$ cat config.mk
export PLATFORM = sky130hd
export DESIGN_NAME = mfm_floppy_write_encoder_flat
export DESIGN_NICKNAME = d
export VERILOG_FILES = /design/src/rtl/core/mfm_pkg.sv /design/src/rtl/core/mfm_in_if.sv /design/src/rtl/core/mfm_out_if.sv /design/src/rtl/core/mfm_front.sv /design/src/rtl/core/mfm_back.sv /design/src/rtl/core/mfm_floppy_write_encoder.sv /design/src/flat_wrapper.sv
export SDC_FILE = /design/constraint.sdc
export NUM_CORES = 1
export LEC_CHECK = 0
export ABC_AREA = 1
export BUFFER_PORTS_ARGS = -buffer_cell sky130_fd_sc_hd__buf_2
export CAP_MARGIN = 20
export CELL_PAD_IN_SITES_DETAIL_PLACEMENT = 1
export CELL_PAD_IN_SITES_GLOBAL_PLACEMENT = 1
export CORE_MARGIN = 4
export CORE_UTILIZATION = 31
export CTS_CLUSTER_SIZE = 10
export DETAILED_ROUTE_END_ITERATION = 8
export PLACE_DENSITY_LB_ADDON = 0.1
export SLEW_MARGIN = 20
export SYNTH_ARGS = -nofsm -noshare
export SYNTH_HDL_FRONTEND = slang
export SYNTH_SLANG_ARGS = --single-unit
$ cat constraint.sdc
create_clock -name clk -period 2.13 [get_ports clk]
set_clock_uncertainty 0.15 [all_clocks]
set_input_delay 0.1065 -clock clk [delete_from_list [all_inputs] [get_ports clk]]
set_output_delay 0.1065 -clock clk [all_outputs]
set_load 0.05 [all_outputs]
$ cat src/rtl/core/mfm_pkg.sv
`default_nettype none
package mfm_pkg;

  typedef enum logic [1:0] {
    OP_DATA  = 2'd0,
    OP_SYNC  = 2'd1,
    OP_INDEX = 2'd2,
    OP_CRC   = 2'd3
  } op_t;

  localparam logic [15:0] CRC_POLY   = 16'h1021;
  localparam logic [15:0] CRC_RESET  = 16'hFFFF;
  localparam logic [15:0] SYNC_WORD  = 16'h4489;
  localparam logic [15:0] INDEX_WORD = 16'h5224;
  localparam logic [7:0]  SYNC_BYTE  = 8'hA1;

  // Register index of the CRC preset on the configuration port.
  localparam logic REG_CRC_PRESET = 1'b0;

  // One classified command as it waits in the queue (the word count travels apart).
  typedef struct packed {
    op_t        op;
    logic [7:0] data_byte;
  } cmd_t;

  typedef struct packed {
    logic [15:0] word;
    logic        prev;
  } mfm_enc_t;

  // CRC-CCITT, MSB first, one byte folded in.
  function automatic logic [15:0] crc_fold(input logic [15:0] crc_in, input logic [7:0] b);
    logic [15:0] c;
    c = crc_in ^ {b, 8'h00};
    for (int i = 0; i < 8; i++) begin
      if (c[15]) begin
        c = {c[14:0], 1'b0} ^ CRC_POLY;
      end else begin
        c = {c[14:0], 1'b0};
      end
    end
    return c;
  endfunction

  // MFM cells for one byte: a clock bit is set only between two zero data bits.
  function automatic mfm_enc_t mfm_byte(input logic [7:0] b, input logic prev_in);
    mfm_enc_t r;
    logic     p;
    p = prev_in;
    for (int i = 7; i >= 0; i--) begin
      r.word[2*i+1] = ~b[i] & ~p;
      r.word[2*i]   = b[i];
      p             = b[i];
    end
    r.prev = p;
    return r;
  endfunction

endpackage
`default_nettype wire

$ cat src/rtl/core/mfm_in_if.sv
`default_nettype none
interface mfm_in_if;
  logic       valid;
  logic       ready;
  logic [1:0] op;
  logic [7:0] data_byte;
  logic [6:0] repeat_count;

  modport source (output valid, output op, output data_byte, output repeat_count,
                  input ready);
  modport sink (input valid, input op, input data_byte, input repeat_count,
                output ready);
endinterface
`default_nettype wire

$ cat src/rtl/core/mfm_out_if.sv
`default_nettype none
interface mfm_out_if;
  logic        valid;
  logic        ready;
  logic [15:0] mfm_word;
  logic        last_of_run;

  modport source (output valid, output mfm_word, output last_of_run, input ready);
  modport sink (input valid, input mfm_word, input last_of_run, output ready);
endinterface
`default_nettype wire

$ cat src/rtl/core/mfm_front.sv
`default_nettype none
module mfm_front
  import mfm_pkg::*;
#(
  parameter int unsigned MAX_REPEAT = 64,
  localparam int unsigned CNT_W = $clog2(((MAX_REPEAT > 2) ? MAX_REPEAT : 2) + 1)
) (
  input  wire logic             clk,
  input  wire logic             rst_n,
  mfm_in_if.sink                in_ch,
  output logic                  head_valid,
  output cmd_t                  head_cmd,
  output logic [CNT_W-1:0]      head_n,
  input  wire logic             head_pop
);

  localparam int unsigned QDEPTH = 2;

  cmd_t             q_cmd_r [QDEPTH];
  logic [CNT_W-1:0] q_n_r   [QDEPTH];
  logic             wr_ptr_r, wr_ptr_nxt;
  logic             rd_ptr_r, rd_ptr_nxt;
  logic [1:0]       fill_r, fill_nxt;
  logic             push;
  op_t              in_op;
  logic [CNT_W-1:0] n_sat;

  assign in_op       = op_t'(in_ch.op);
  assign in_ch.ready = (fill_r != 2'(QDEPTH));
  assign push        = in_ch.valid & in_ch.ready;

  // Word count of the command: two for a CRC, else the repeat clamped to 1..MAX_REPEAT.
  always_comb begin
    priority if (in_op == OP_CRC) begin
      n_sat = CNT_W'(2);
    end else if (in_ch.repeat_count == '0) begin
      n_sat = CNT_W'(1);
    end else if (32'(in_ch.repeat_count) > MAX_REPEAT) begin
      n_sat = CNT_W'(MAX_REPEAT);
    end else begin
      n_sat = CNT_W'(in_ch.repeat_count);
    end
  end

  always_comb begin
    wr_ptr_nxt = push ? ~wr_ptr_r : wr_ptr_r;
    rd_ptr_nxt = head_pop ? ~rd_ptr_r : rd_ptr_r;
    fill_nxt   = fill_r + 2'(push) - 2'(head_pop);
  end

  always_ff @(posedge clk) begin
    if (!rst_n) begin
      wr_ptr_r <= 1'b0;
      rd_ptr_r <= 1'b0;
      fill_r   <= '0;
    end else begin
      wr_ptr_r <= wr_ptr_nxt;
      rd_ptr_r <= rd_ptr_nxt;
      fill_r   <= fill_nxt;
    end
  end

  always_ff @(posedge clk) begin
    if (push) begin
      q_cmd_r[wr_ptr_r] <= '{op: in_op, data_byte: in_ch.data_byte};
      q_n_r[wr_ptr_r]   <= n_sat;
    end
  end

  assign head_valid = (fill_r != '0);
  assign head_cmd   = q_cmd_r[rd_ptr_r];
  assign head_n     = q_n_r[rd_ptr_r];

endmodule
`default_nettype wire

$ cat src/rtl/core/mfm_back.sv
`default_nettype none
module mfm_back
  import mfm_pkg::*;
#(
  parameter int unsigned MAX_REPEAT = 64,
  localparam int unsigned CNT_W = $clog2(((MAX_REPEAT > 2) ? MAX_REPEAT : 2) + 1)
) (
  input  wire logic             clk,
  input  wire logic             rst_n,
  input  wire logic [15:0]      crc_preset,
  input  wire logic             head_valid,
  input  wire cmd_t             head_cmd,
  input  wire logic [CNT_W-1:0] head_n,
  output logic                  head_pop,
  mfm_out_if.source             out_ch
);

  logic             prev_r, prev_nxt;
  logic [15:0]      crc_r, crc_nxt;
  logic             sync_r, sync_nxt;
  logic [CNT_W-1:0] cnt_r, cnt_nxt;
  logic             out_valid_r, out_valid_nxt;
  logic [15:0]      out_word_r, word;
  logic             out_last_r, last;
  logic             advance;
  mfm_enc_t         enc;
  logic [7:0]       enc_byte;

  assign advance  = head_valid & (~out_valid_r | out_ch.ready);
  assign last     = ((cnt_r + CNT_W'(1)) == head_n);
  assign head_pop = advance & last;

  // The CRC command sends the high byte first, then the low one.
  assign enc_byte = (head_cmd.op == OP_CRC) ? ((cnt_r == '0) ? crc_r[15:8] : crc_r[7:0])
                                            : head_cmd.data_byte;
  assign enc      = mfm_byte(enc_byte, prev_r);

  always_comb begin
    prev_nxt = prev_r;
    crc_nxt  = crc_r;
    sync_nxt = sync_r;
    word     = enc.word;
    unique case (head_cmd.op)
      OP_DATA: begin
        prev_nxt = enc.prev;
        crc_nxt  = crc_fold(crc_r, head_cmd.data_byte);
        sync_nxt = 1'b0;
      end
      OP_SYNC: begin
        prev_nxt = 1'b1;
        crc_nxt  = crc_fold(sync_r ? crc_r : crc_preset, SYNC_BYTE);
        sync_nxt = 1'b1;
        word     = SYNC_WORD;
      end
      OP_INDEX: begin
        prev_nxt = 1'b0;
        sync_nxt = 1'b0;
        word     = INDEX_WORD;
      end
      OP_CRC: begin
        prev_nxt = enc.prev;
        sync_nxt = 1'b0;
      end
      default: begin
        prev_nxt = prev_r;
      end
    endcase
    cnt_nxt       = last ? '0 : cnt_r + CNT_W'(1);
    out_valid_nxt = advance | (out_valid_r & ~out_ch.ready);
  end

  always_ff @(posedge clk) begin
    if (!rst_n) begin
      prev_r      <= 1'b0;
      crc_r       <= CRC_RESET;
      sync_r      <= 1'b0;
      cnt_r       <= '0;
      out_valid_r <= 1'b0;
    end else begin
      out_valid_r <= out_valid_nxt;
      if (advance) begin
        prev_r <= prev_nxt;
        crc_r  <= crc_nxt;
        sync_r <= sync_nxt;
        cnt_r  <= cnt_nxt;
      end
    end
  end

  always_ff @(posedge clk) begin
    if (advance) begin
      out_word_r <= word;
      out_last_r <= last;
    end
  end

  assign out_ch.valid       = out_valid_r;
  assign out_ch.mfm_word    = out_word_r;
  assign out_ch.last_of_run = out_last_r;

endmodule
`default_nettype wire

$ cat src/rtl/core/mfm_floppy_write_encoder.sv
// Path: an accepted command is written into the queue; its words are then loaded from
// the queue head into the output register, which drives the output channel.
// Throughput: one MFM word per cycle while the receiver holds ready high; a command
// has 1..MAX_REPEAT words, two for a CRC, all through the single-word output register.
// Reset (rst_n, synchronous, active low) empties the queue and output, clears the
// previous data bit and sync-run flag, and sets the CRC and its preset to 0xFFFF.
`default_nettype none
module mfm_floppy_write_encoder
  import mfm_pkg::*;
#(
  parameter int unsigned MAX_REPEAT = 64
) (
  input  wire logic        clk,
  input  wire logic        rst_n,
  mfm_in_if.sink           in_ch,
  mfm_out_if.source        out_ch,
  input  wire logic        cfg_psel,
  input  wire logic        cfg_penable,
  input  wire logic        cfg_pwrite,
  input  wire logic [2:0]  cfg_paddr,
  input  wire logic [31:0] cfg_pwdata,
  output logic [31:0]      cfg_prdata,
  output logic             cfg_pready
);

  localparam int unsigned CNT_W = $clog2(((MAX_REPEAT > 2) ? MAX_REPEAT : 2) + 1);

  // Configuration: a single register, the CRC preset, at byte address 0. The word
  // index is address bit 2; a write to any other index is dropped.
  logic [15:0] crc_preset_r;
  logic        cfg_wr;

  assign cfg_pready = 1'b1;
  assign cfg_wr     = cfg_psel & cfg_penable & cfg_pwrite & cfg_pready;

  always_ff @(posedge clk) begin
    if (!rst_n) begin
      crc_preset_r <= CRC_RESET;
    end else if (cfg_wr && (cfg_paddr[2] == REG_CRC_PRESET)) begin
      crc_preset_r <= cfg_pwdata[15:0];
    end
  end

  assign cfg_prdata = (cfg_paddr[2] == REG_CRC_PRESET) ? {16'h0000, crc_preset_r} : '0;

  // The front takes one transaction per cycle while its queue has room, clamps its
  // repeat count and queues it. The back walks the queue head word by word, encoding,
  // folding the CRC and loading the output register, and pops the head with its last word.
  logic             head_valid;
  cmd_t             head_cmd;
  logic [CNT_W-1:0] head_n;
  logic             head_pop;

  mfm_front #(
    .MAX_REPEAT (MAX_REPEAT)
  ) u_front (
    .clk        (clk),
    .rst_n      (rst_n),
    .in_ch      (in_ch),
    .head_valid (head_valid),
    .head_cmd   (head_cmd),
    .head_n     (head_n),
    .head_pop   (head_pop)
  );

  mfm_back #(
    .MAX_REPEAT (MAX_REPEAT)
  ) u_back (
    .clk        (clk),
    .rst_n      (rst_n),
    .crc_preset (crc_preset_r),
    .head_valid (head_valid),
    .head_cmd   (head_cmd),
    .head_n     (head_n),
    .head_pop   (head_pop),
    .out_ch     (out_ch)
  );

endmodule
`default_nettype wire

$ cat src/flat_wrapper.sv
// flat-port wrapper written by rule: the top's interface ports become plain ports
module mfm_floppy_write_encoder_flat import mfm_pkg::*;
#(
  parameter int unsigned MAX_REPEAT = 64
)
  (clk, rst_n, cfg_psel, cfg_penable, cfg_pwrite, cfg_paddr, cfg_pwdata, cfg_prdata, cfg_pready, in_ch_valid, in_ch_op, in_ch_data_byte, in_ch_repeat_count, in_ch_ready, out_ch_valid, out_ch_mfm_word, out_ch_last_of_run, out_ch_ready);
  mfm_in_if in_ch_i ();
  mfm_out_if out_ch_i ();
  input  wire logic clk;
  input  wire logic rst_n;
  input  wire logic cfg_psel;
  input  wire logic cfg_penable;
  input  wire logic cfg_pwrite;
  input  wire logic [2:0] cfg_paddr;
  input  wire logic [31:0] cfg_pwdata;
  output logic [31:0] cfg_prdata;
  output logic cfg_pready;
  input wire logic [$bits(in_ch_i.valid)-1:0] in_ch_valid;
  input wire logic [$bits(in_ch_i.op)-1:0] in_ch_op;
  input wire logic [$bits(in_ch_i.data_byte)-1:0] in_ch_data_byte;
  input wire logic [$bits(in_ch_i.repeat_count)-1:0] in_ch_repeat_count;
  output wire logic [$bits(in_ch_i.ready)-1:0] in_ch_ready;
  output wire logic [$bits(out_ch_i.valid)-1:0] out_ch_valid;
  output wire logic [$bits(out_ch_i.mfm_word)-1:0] out_ch_mfm_word;
  output wire logic [$bits(out_ch_i.last_of_run)-1:0] out_ch_last_of_run;
  input wire logic [$bits(out_ch_i.ready)-1:0] out_ch_ready;
  assign in_ch_i.valid = in_ch_valid;
  assign in_ch_i.op = in_ch_op;
  assign in_ch_i.data_byte = in_ch_data_byte;
  assign in_ch_i.repeat_count = in_ch_repeat_count;
  assign in_ch_ready = in_ch_i.ready;
  assign out_ch_valid = out_ch_i.valid;
  assign out_ch_mfm_word = out_ch_i.mfm_word;
  assign out_ch_last_of_run = out_ch_i.last_of_run;
  assign out_ch_i.ready = out_ch_ready;
  mfm_floppy_write_encoder #(.MAX_REPEAT(MAX_REPEAT)) u_core (.clk(clk), .rst_n(rst_n), .in_ch(in_ch_i), .out_ch(out_ch_i), .cfg_psel(cfg_psel), .cfg_penable(cfg_penable), .cfg_pwrite(cfg_pwrite), .cfg_paddr(cfg_paddr), .cfg_pwdata(cfg_pwdata), .cfg_prdata(cfg_prdata), .cfg_pready(cfg_pready));
endmodule
== Word level (Yosys, flattened, before mapping) ==
Memories as Yosys holds them, arrays and structs flattened. A register that Yosys moved wholly into a read port is not among the register bits.
Cells that the tools add are included.
Storage, ports and cells
  flip-flop bits (word level): 63
  memory bits (writable): 34
  input port bits: 59
  output and inout port bits: 52
  memories: 2
Cells by class
  add/subtract/negate cells: 3
  magnitude comparators: 1
  equality and inequality tests: 6
  multiplexer cells: 48
  bitwise operators: 48
  reduce and logical (&&, ||, !) cells: 9
Memories
  u_core.u_front.q_cmd_r: words 2, width 10, rd ports 1, clocked after Yosys merged registers in 1, wr ports 1, line mfm_front.sv:19  | cmd_t q_cmd_r [QDEPTH];
  u_core.u_front.q_n_r: words 2, width 7, rd ports 1, clocked after Yosys merged registers in 1, wr ports 1, line mfm_front.sv:20  | logic [CNT_W-1:0] q_n_r [QDEPTH];
Operator list (count)
  2-to-1 mux 16 bit: 16
  2-to-1 mux 13 bit: 16
  one-hot mux 16 bit (2 select lines): 2
  NOT 3 bit: 17
  2-to-1 mux 7 bit: 4
  2-to-1 mux 8 bit: 2
  XOR 16 bit: 1
  AND 1 bit: 14
  logical NOT 7 bit: 2
  NOT 1 bit: 14
  adder 7 x 1 -> 7 bit (second input constant): 1
  == test 7 bit: 1
  greater-than comparator 7 bit (second input constant): 1
  == test 2 bit (second input constant): 3
  2-to-1 mux 1 bit: 6
  nonzero test 2 bit: 2
  one-hot mux 1 bit (3 select lines): 1
  OR reduction 3 bit: 1
  adder 2 x 1 -> 2 bit: 1
  == test 2 x 1 -> 1 bit (second input constant): 1
  logical NOT 2 bit: 1
  inequality test 2 bit (second input constant): 1
  OR 1 bit: 2
  one-hot mux 1 bit (2 select lines): 1
  4 further kinds: 4

== Depth between registers and ports, before layout ==
Gate-level depths: netlist (run 1).
  depth after elaboration: 25
  gate-level depth with buffers: 18
  mapped depth without buffers: 18

== By module ==
A second synthesis (run 1) with hierarchy kept.
Second synthesis, totals
  cell total of the unflattened synthesis: 681
  area total of the unflattened synthesis: 5512.8 um^2
Modules (own cells, without submodules)
  mfm_back: times used 1, cells an instance 445, area each 3029.2 um^2, seq. area each 1031.0 um^2
  mfm_front: times used 1, cells an instance 109, area each 1596.5 um^2, seq. area each 1121.1 um^2
  mfm_floppy_write_encoder: times used 1, cells an instance 127, area each 887.1 um^2, seq. area each 320.3 um^2

== Least setup slack after synthesis (run 1) ==
No wires, ideal clock.
  path type: reg-to-reg
  start point: register u_core.u_back.cnt_r[0]
  end point: register u_core.u_front.fill_r[1]
  arrival: 2.106 ns
  data required time: 1.910 ns
  slack: -0.196 ns
  stages on the path, launching flop included: 16
  path buffers: 0
  period minus slack after synthesis: 2.326 ns
  cell sequence: dfxtp_1 inv_1 ha_1 nand3_1 nand2_1 nor2_1 nand3_1 nor2_2 nand3_2 inv_1 ha_1 inv_1 ha_1 xor2_1 o21ai_0 a21oi_1
On the way
  cells in the longest elaborated chain, start to end: 4
RTL lines
  start, declared: line mfm_back.sv:21  | logic [CNT_W-1:0] cnt_r, cnt_nxt;
  start signal, assigned: line mfm_back.sv:85  | cnt_r <= cnt_nxt;
  adder 7 x 1 -> 7 bit: line mfm_back.sv:30  | assign last = ((cnt_r + CNT_W'(1)) == head_n);
  == test 7 bit: line mfm_back.sv:30
  AND 1 bit: line mfm_back.sv:31  | assign head_pop = advance & last;
  net u_core.head_pop: line mfm_floppy_write_encoder.sv:52  | logic head_pop;
  subtractor 2 x 1 -> 2 bit: line mfm_front.sv:48  | fill_nxt = fill_r + 2'(push) - 2'(head_pop);
  end signal, assigned: line mfm_front.sv:59  | fill_r <= fill_nxt;
  end, declared: line mfm_front.sv:23  | logic [1:0] fill_r, fill_nxt;
The timed path passes the listed nets, and every way through them passes these cells.
A chain may end at the register's enable or synchronous reset.

== Worst setup path after layout (run 1) ==
  start point: register u_core.u_back.cnt_r[1]
  end point: register u_core.u_front.fill_r[1]
Same word-level chain as after synthesis.

==> results.md, run 1 <==
- Status: finished, violations left
- Failing checks: negative setup slack
- Die area: 19440 um^2
- # diodes: 0
- Startpoint types: flip-flop
- First-pass GRT wire length: 27.28 mm
- VDD IR max: 0.0004379 V
- CP required: 2.26 ns
- Max Slew Vio Count: 0
- DIE HEIGHT: 139.4 um
- R2r endpoint: u_core.u_front.fill_r[1]
- Vias in the first global route: 5193
- Crit-path cells: ha_4 > nand2_4 > nor2_4 > nand3_1 > nand3b_1 > nand2_2 > nor2_4 > nand3_4 > inv_4 > ha_4 > inv_2 > ha_4 > xor2_2 > o21ai_1 > a21oi_1
- Critical path type: flip-flop to flip-flop
- GR Overflow Total: 0
- DR WL met3: 716 um
- RSZ-0062 raised after global routing: yes
- DR WL met2: 8.068 mm
- Commonest non-fill, non-tap cells in the layout: nand2_1, buf_2, inv_1
- Slew @ Worst Pin: 0.7243 ns
- Yosys warns: 0
- Clk sinks: 98
- Die width: 139.4 um
- Post-route ant nets: 0
- Leakage power: 0.003559 uW
- Violation count after the first detailed-route iteration: 195
- Post-DP HPWL: 11.83 mm
- Reg clk slew, reported paths: 0.07 ns
- Synth Instances: 695
- Crit path capture: u_core.u_front.fill_r[1]
- I/O pins: 111
- CTS tree: yes
- Max Buffers Root-to-Sink: 2
- TritonCTS buffer count: 9
- Critical Path Slowest Stage Cell: dfxtp_4
- Via count: 5010
- Port Buf Inserts: 75
- GPL Wtd Cong: 0.8437
- Seq/Total Area, Yosys: 46.18%
- Pwr dens: 869.8 nW/um^2
- Max frequency: 0.4268 GHz
- Fin Hold WS: 0.05884 ns
- Setup ws final: -0.2129 ns
- Arrival @ worst endpoint: 2.48 ns
- Crit end category: flip-flop
- Routed len/inst: 15.53 um
- Tot GR Track Use: 17.53%
- Pre-CTS setup slack: -0.4298 ns
- Final hold violations: 0
- Overall Power: 6676 uW
- Final period utilization: 110.0%
- Reg2reg setup slack: -0.21 ns
- Clock latency on the worst-skew pair: 0.35 ns
- Share of cells above drive strength 1: 31.48%
- Synth Register Bits: 98
- Fin nets: 925
- H-tree depth: 3
- Hold/Removal Path Class: input pin to flip-flop
- Max-cap violation count: 0
- Antenna violations before repair: 0
- Cell row count: 47
- Fin crit period: 2.343 ns
- Routed length on met1: 7.809 mm
- Final setup vio count: 27
- Worst path most repeated cell: ha_4
- Largest net degree at the start of global routing: 34
- Worst R2R Start: u_core.u_back.cnt_r[1]
- Most common cell after layout, fill and taps aside: nand2_1
- Cell area after synthesis: 5354 um^2
- FF-to-FF path depth: 15
- Drt total wl: 16.83 mm
- CP startpoint: u_core.u_back.cnt_r[1]
- Worst Path Max Fanout: 4
- Placeable Area: 16760 um^2
- DR pass1 iterations: 4
- Root buf cell: clkbuf_16
- Top Metal Used: met4
- Area grow syn2layout: 43.37%
- Largest stage delay on the critical path: 0.38 ns
- Starting Density: 31.94%
- Slew HR: 51.66%
- Syn_area_per_cell: 7.703 um^2
- Synth cell types: 35
- Detailed-route vias per instance: 4.622
- DRC viols: 0
-- flip-flops by register name (all words and copies together) (netlist names), named ones only --
name / flops
u_core.u_back.prev_r: 1
u_core.u_front.q_n_r: 14
u_core.u_front.fill_r: 2
u_core.u_front.rd_ptr_r: 1
u_core.u_front.wr_ptr_r: 1
u_core.u_back.crc_r: 16
u_core.u_back.sync_r: 1
u_core.u_back.out_ch.mfm_word: 16
u_core.crc_preset_r: 16
u_core.u_back.cnt_r: 7
u_core.u_back.out_ch.last_of_run: 1
u_core.u_front.q_cmd_r: 20
u_core.u_back.out_ch.valid: 1
-- cell usage after synthesis (all sizes together) --
library cell | n | share of area, %
nand2 | 217 | 15
inv | 89 | 6.2
nor2 | 60 | 4.5
edfxtp | 51 | 29
o21ai | 49 | 4.9
dfxtp | 47 | 18
nand3 | 45 | 4.4
o211ai | 31 | 4.3
buf | 29 | 3.9
a21oi | 16 | 1.5
xor2 | 15 | 2.7
clkbuf | 14 | 0.98
ha | 7 | 1.6
or2 | 7 | 0.82
xnor2 | 6 | 1.1
o21a | 4 | 0.56
conb | 2 | 0.14
nor3 | 2 | 0.19
nand3b | 1 | 0.14
nand4 | 1 | 0.12
nor4 | 1 | 0.12
o221ai | 1 | 0.16
-- cell families after synthesis --
| group | count (synthesis) | synth area share (%) |
|---|---|---|
| xor gates and xnor gates | 21 | 3.856 |
| buffers and inverters | 132 | 11.10 |
| DFF | 98 | 46.18 |
| other | 2 | 0.1403 |
| and+or+nand+nor | 334 | 25.66 |
| adders and majority gates | 7 | 1.636 |
| AOI/OAI and AO/OA | 101 | 11.43 |
-- report_power, final --
group          total (uW)  switching, uW  internal, uW
combinational        2450           1540           914
clock                1840            733          1110
sequential           2380            150          2230
total                6680           2420          4250
-- metrics by stage --
stage	cell area [um^2]	setup TNS [ns]	instances	util (%)
after floorplan	5421	-0.1534	710	-
after global placement	6202	-8.420	1004	37.01
after detailed placement	6202	-9.815	1004	37.01
after CTS	7471	-1.171	1079	44.58
after global routing	7676	-4.986	1084	45.80
final	7676	-1.678	1084	45.80
-- critical path, delay by kind of cell, from the launching register on --
kind	cells	cell delay, ns
and+or+nand+nor	7	0.76
adders and majority gates	3	0.49
DFF	1	0.38
AOI/OAI and AO/OA	2	0.19
xor gates and xnor gates	1	0.17
buffers and inverters	2	0.14
-- how the worst min path moves through the flow --
stage | from | end | slack [ns] | cells after the start
global route | in_ch_repeat_count[0] | u_core.u_front.q_n_r[0][0] | 0.07 | 3
floorplan | in_ch_data_byte[0] | u_core.u_front.q_cmd_r[0][0] | 0.06 | 0
finish | in_ch_repeat_count[6] | u_core.u_front.q_n_r[0][4] | 0.06 | 4
CTS | in_ch_repeat_count[6] | u_core.u_front.q_n_r[0][4] | 0.04 | 4
detailed placement | in_ch_data_byte[4] | u_core.u_front.q_cmd_r[1][4] | 0.15 | 1
global placement | in_ch_data_byte[4] | u_core.u_front.q_cmd_r[0][4] | 0.16 | 1
-- what timing repair did --
action	in CTS	in global routing
endpoints found under the setup margin	36	44
setup buffers	22	6
pin swaps	33	38
gates cloned	4	0
hold endpoints to repair	48	0
gates resized for setup	92	60
hold buffers	33	0
-- final cells by class --
type                            count  area, um^2
Multi-Input combinational cell    480        2745
Sequential cell                    98        2489
Clock buffer                       11       254.0
Fill cell                        2011        9084
Clock inverter                      5       82.58
Timing Repair inverter              1       6.256
Timing Repair Buffer              180        1461
Inverter                           89       362.8
Tap cell                          220       275.3
-- layer usage --
metal / GRT usage, % / vias up
met5: 0 / -
met4: 5.201 / 0
met3: 2.813 / 16
met2: 29.03 / 112
met1: 23.69 / 2358
li1: - / 2524
No activity file was read; power rests on OpenSTA's default activity.
==> run 2: changes to the inputs <==
CORE_ASPECT_RATIO = 2   (was not set)
==> run 2 against run 1 <==
The flow still finishes with violations (negative setup slack). Global-route usage increased by 0.67 points. Total power shrank 5.5%. Sequential power is essentially flat. Die area grew 0.66%. Setup slack improved by 0.058 ns. Hold slack lost 0.028 ns. Largest power group is now sequential cells.
==> results.md, run 2 (same netlist as run 1, synthesis figures left out) <==
- Status: finished, violations left
- Failing checks: negative setup slack
- Final period utilization: 107.3%
- Placed Cells: 1002
- Violation count after the first detailed-route iteration: 136
- Clk sinks: 98
- Worst path most repeated cell: nand2_1
- Area grow syn2layout: 35.73%
- Final setup vio count: 2
- Setup TNS: -0.1607 ns
- Arrival @ worst endpoint: 2.41 ns
- H-tree depth: 3
- TritonCTS buffer count: 9
- Max Slew Vio Count: 0
- Crit end category: flip-flop
- Starting Density: 31.77%
- Die width: 100.9 um
- Crit-path cells: ha_4 > nand3_1 > nand2_1 > nand2_2 > nand2_1 > nand2_1 > inv_1 > nand2_1 > nor2_2 > nand3_2 > inv_2 > ha_4 > inv_4 > ha_4 > xor2_2 > o21ai_1 > a21oi_1
- Reg clk slew, reported paths: 0.07 ns
- Leakage power: 0.003394 uW
- Max Buffers Root-to-Sink: 2
- Slew @ Worst Pin: 0.5318 ns
- Routed len/inst: 16.38 um
- Startpoint types: flip-flop
- Critical path type: flip-flop to flip-flop
- Fin crit period: 2.285 ns
- Root buf cell: clkbuf_16
- Port Buf Inserts: 75
- Die area: 19560 um^2
- Placeable Area: 16850 um^2
- Critical Path Slowest Stage Cell: dfxtp_4
- Vias in the first global route: 5433
- Seq. cell area: 2486 um^2
- Max-cap violation count: 0
- CP required: 2.26 ns
- Overall Power: 6306 uW
- Largest reg by FF count: u_core.u_front.q_cmd_r
- DIE HEIGHT: 193.9 um
- Via count: 5039
- First-pass GRT wire length: 27.53 mm
- Worst Path Max Fanout: 4
- Fin nets: 919
- RSZ-0062 raised after global routing: yes
- VDD IR max: 0.0004751 V
- Antenna violations before repair: 0
- Max frequency: 0.4377 GHz
- Clock latency on the worst-skew pair: 0.35 ns
- Drt total wl: 17.44 mm
- # diodes: 0
- Post-route ant nets: 0
- Pwr dens: 867.8 nW/um^2
- Tot GR Track Use: 18.20%
- Fin Hold WS: 0.03051 ns
- Post-DP HPWL: 13.72 mm
- Hold/Removal Path Class: input pin to flip-flop
- GPL Wtd Cong: 0.7959
- Area of the multi-input gates: 2605 um^2
- Most common cell after layout, fill and taps aside: nand2_1
- Largest net degree at the start of global routing: 33
- Fillers: 2042
- Largest stage delay on the critical path: 0.39 ns
- CTS tree: yes
- Share of cells above drive strength 1: 27.04%
- GR Overflow Total: 0
- Max reg flops: 20
- DR pass1 iterations: 4
- DRC viols: 0
- Detailed-route vias per instance: 4.731
- Non-Filler Instances: 1065
- Commonest non-fill, non-tap cells in the layout: nand2_1, inv_1, buf_2
- Setup ws final: -0.1546 ns
- I/O pins: 111
- CP top delay family: simple AND/OR/NAND/NOR gates
- Final hold violations: 0
- Slew HR: 64.51%
- Crit path buf inv count: 3
- Cell row count: 67
-- run 2: routing by layer --
metal | vias to the layer above | track usage, % | share of wire, % | routed length (um)
met5 | - | 0 | 0 | 0
met4 | 0 | 8.531 | 4.1 | 723
met3 | 34 | 2.161 | 2.5 | 444
met2 | 90 | 37.22 | 60 | 10420
met1 | 2420 | 16.68 | 34 | 5852
li1 | 2495 | - | - | -
-- run 2: per-stage QoR --
step / setup slack [ns] / cell area [um^2] / util [%]
after global placement: -0.2192 / 6243 / 37.05
after global routing: -0.3173 / 7267 / 43.13
after detailed placement: -0.3641 / 6243 / 37.05
after CTS: -0.1749 / 7057 / 41.88
final: -0.1546 / 7267 / 43.13
after floorplan: -0.1534 / 5421 / -
-- run 2: worst paths after layout --
kind	from	end	slack, ns	cells after the start
worst min register to register	u_core.u_back.crc_r[5]	u_core.u_back.crc_r[5]	0.36	2
worst max register to register	u_core.u_back.cnt_r[1]	u_core.u_front.fill_r[1]	-0.15	17
worst min-delay path	in_ch_repeat_count[6]	u_core.u_front.q_n_r[0][6]	0.03	3
worst max-delay path	u_core.u_back.cnt_r[1]	u_core.u_front.fill_r[1]	-0.15	17
-- run 2: final cells by class --
class	instances	share of cell area (%)
repair buffers	175	17.84
well taps	207	3.564
multi-input cells	480	35.85
clock buffers	9	3.099
inverters	89	4.718
flip-flops and latches	98	34.21
clock inverters	7	0.7231
-- run 2: what timing repair did --
item | 4_1_cts | 5_1_grt
buffers inserted | 3 | 4
pin swaps | 15 | 18
hold buffers | 40 | 0
endpoints found under the hold margin | 51 | 0
endpoints found under the setup margin | 25 | 28
gates resized for setup | 32 | 48
-- run 2: where the power goes --
part / internal (uW) / switching (uW)
logic: 851 / 1490
registers: 2230 / 161
clock network: 802 / 770
total: 3890 / 2420
-- run 2: worst register-to-register path, stage by stage (launching register included) --
cell     delay [ns]
dfxtp_4        0.39
ha_4           0.16
nand3_1        0.08
nand2_1        0.11
nand2_2        0.07
nand2_1        0.06
nand2_1        0.05
inv_1          0.06
nand2_1        0.07
nor2_2         0.13
nand3_2        0.11
inv_2          0.07
ha_4           0.20
inv_4          0.06
ha_4           0.12
xor2_2         0.14
o21ai_1        0.07
a21oi_1        0.12
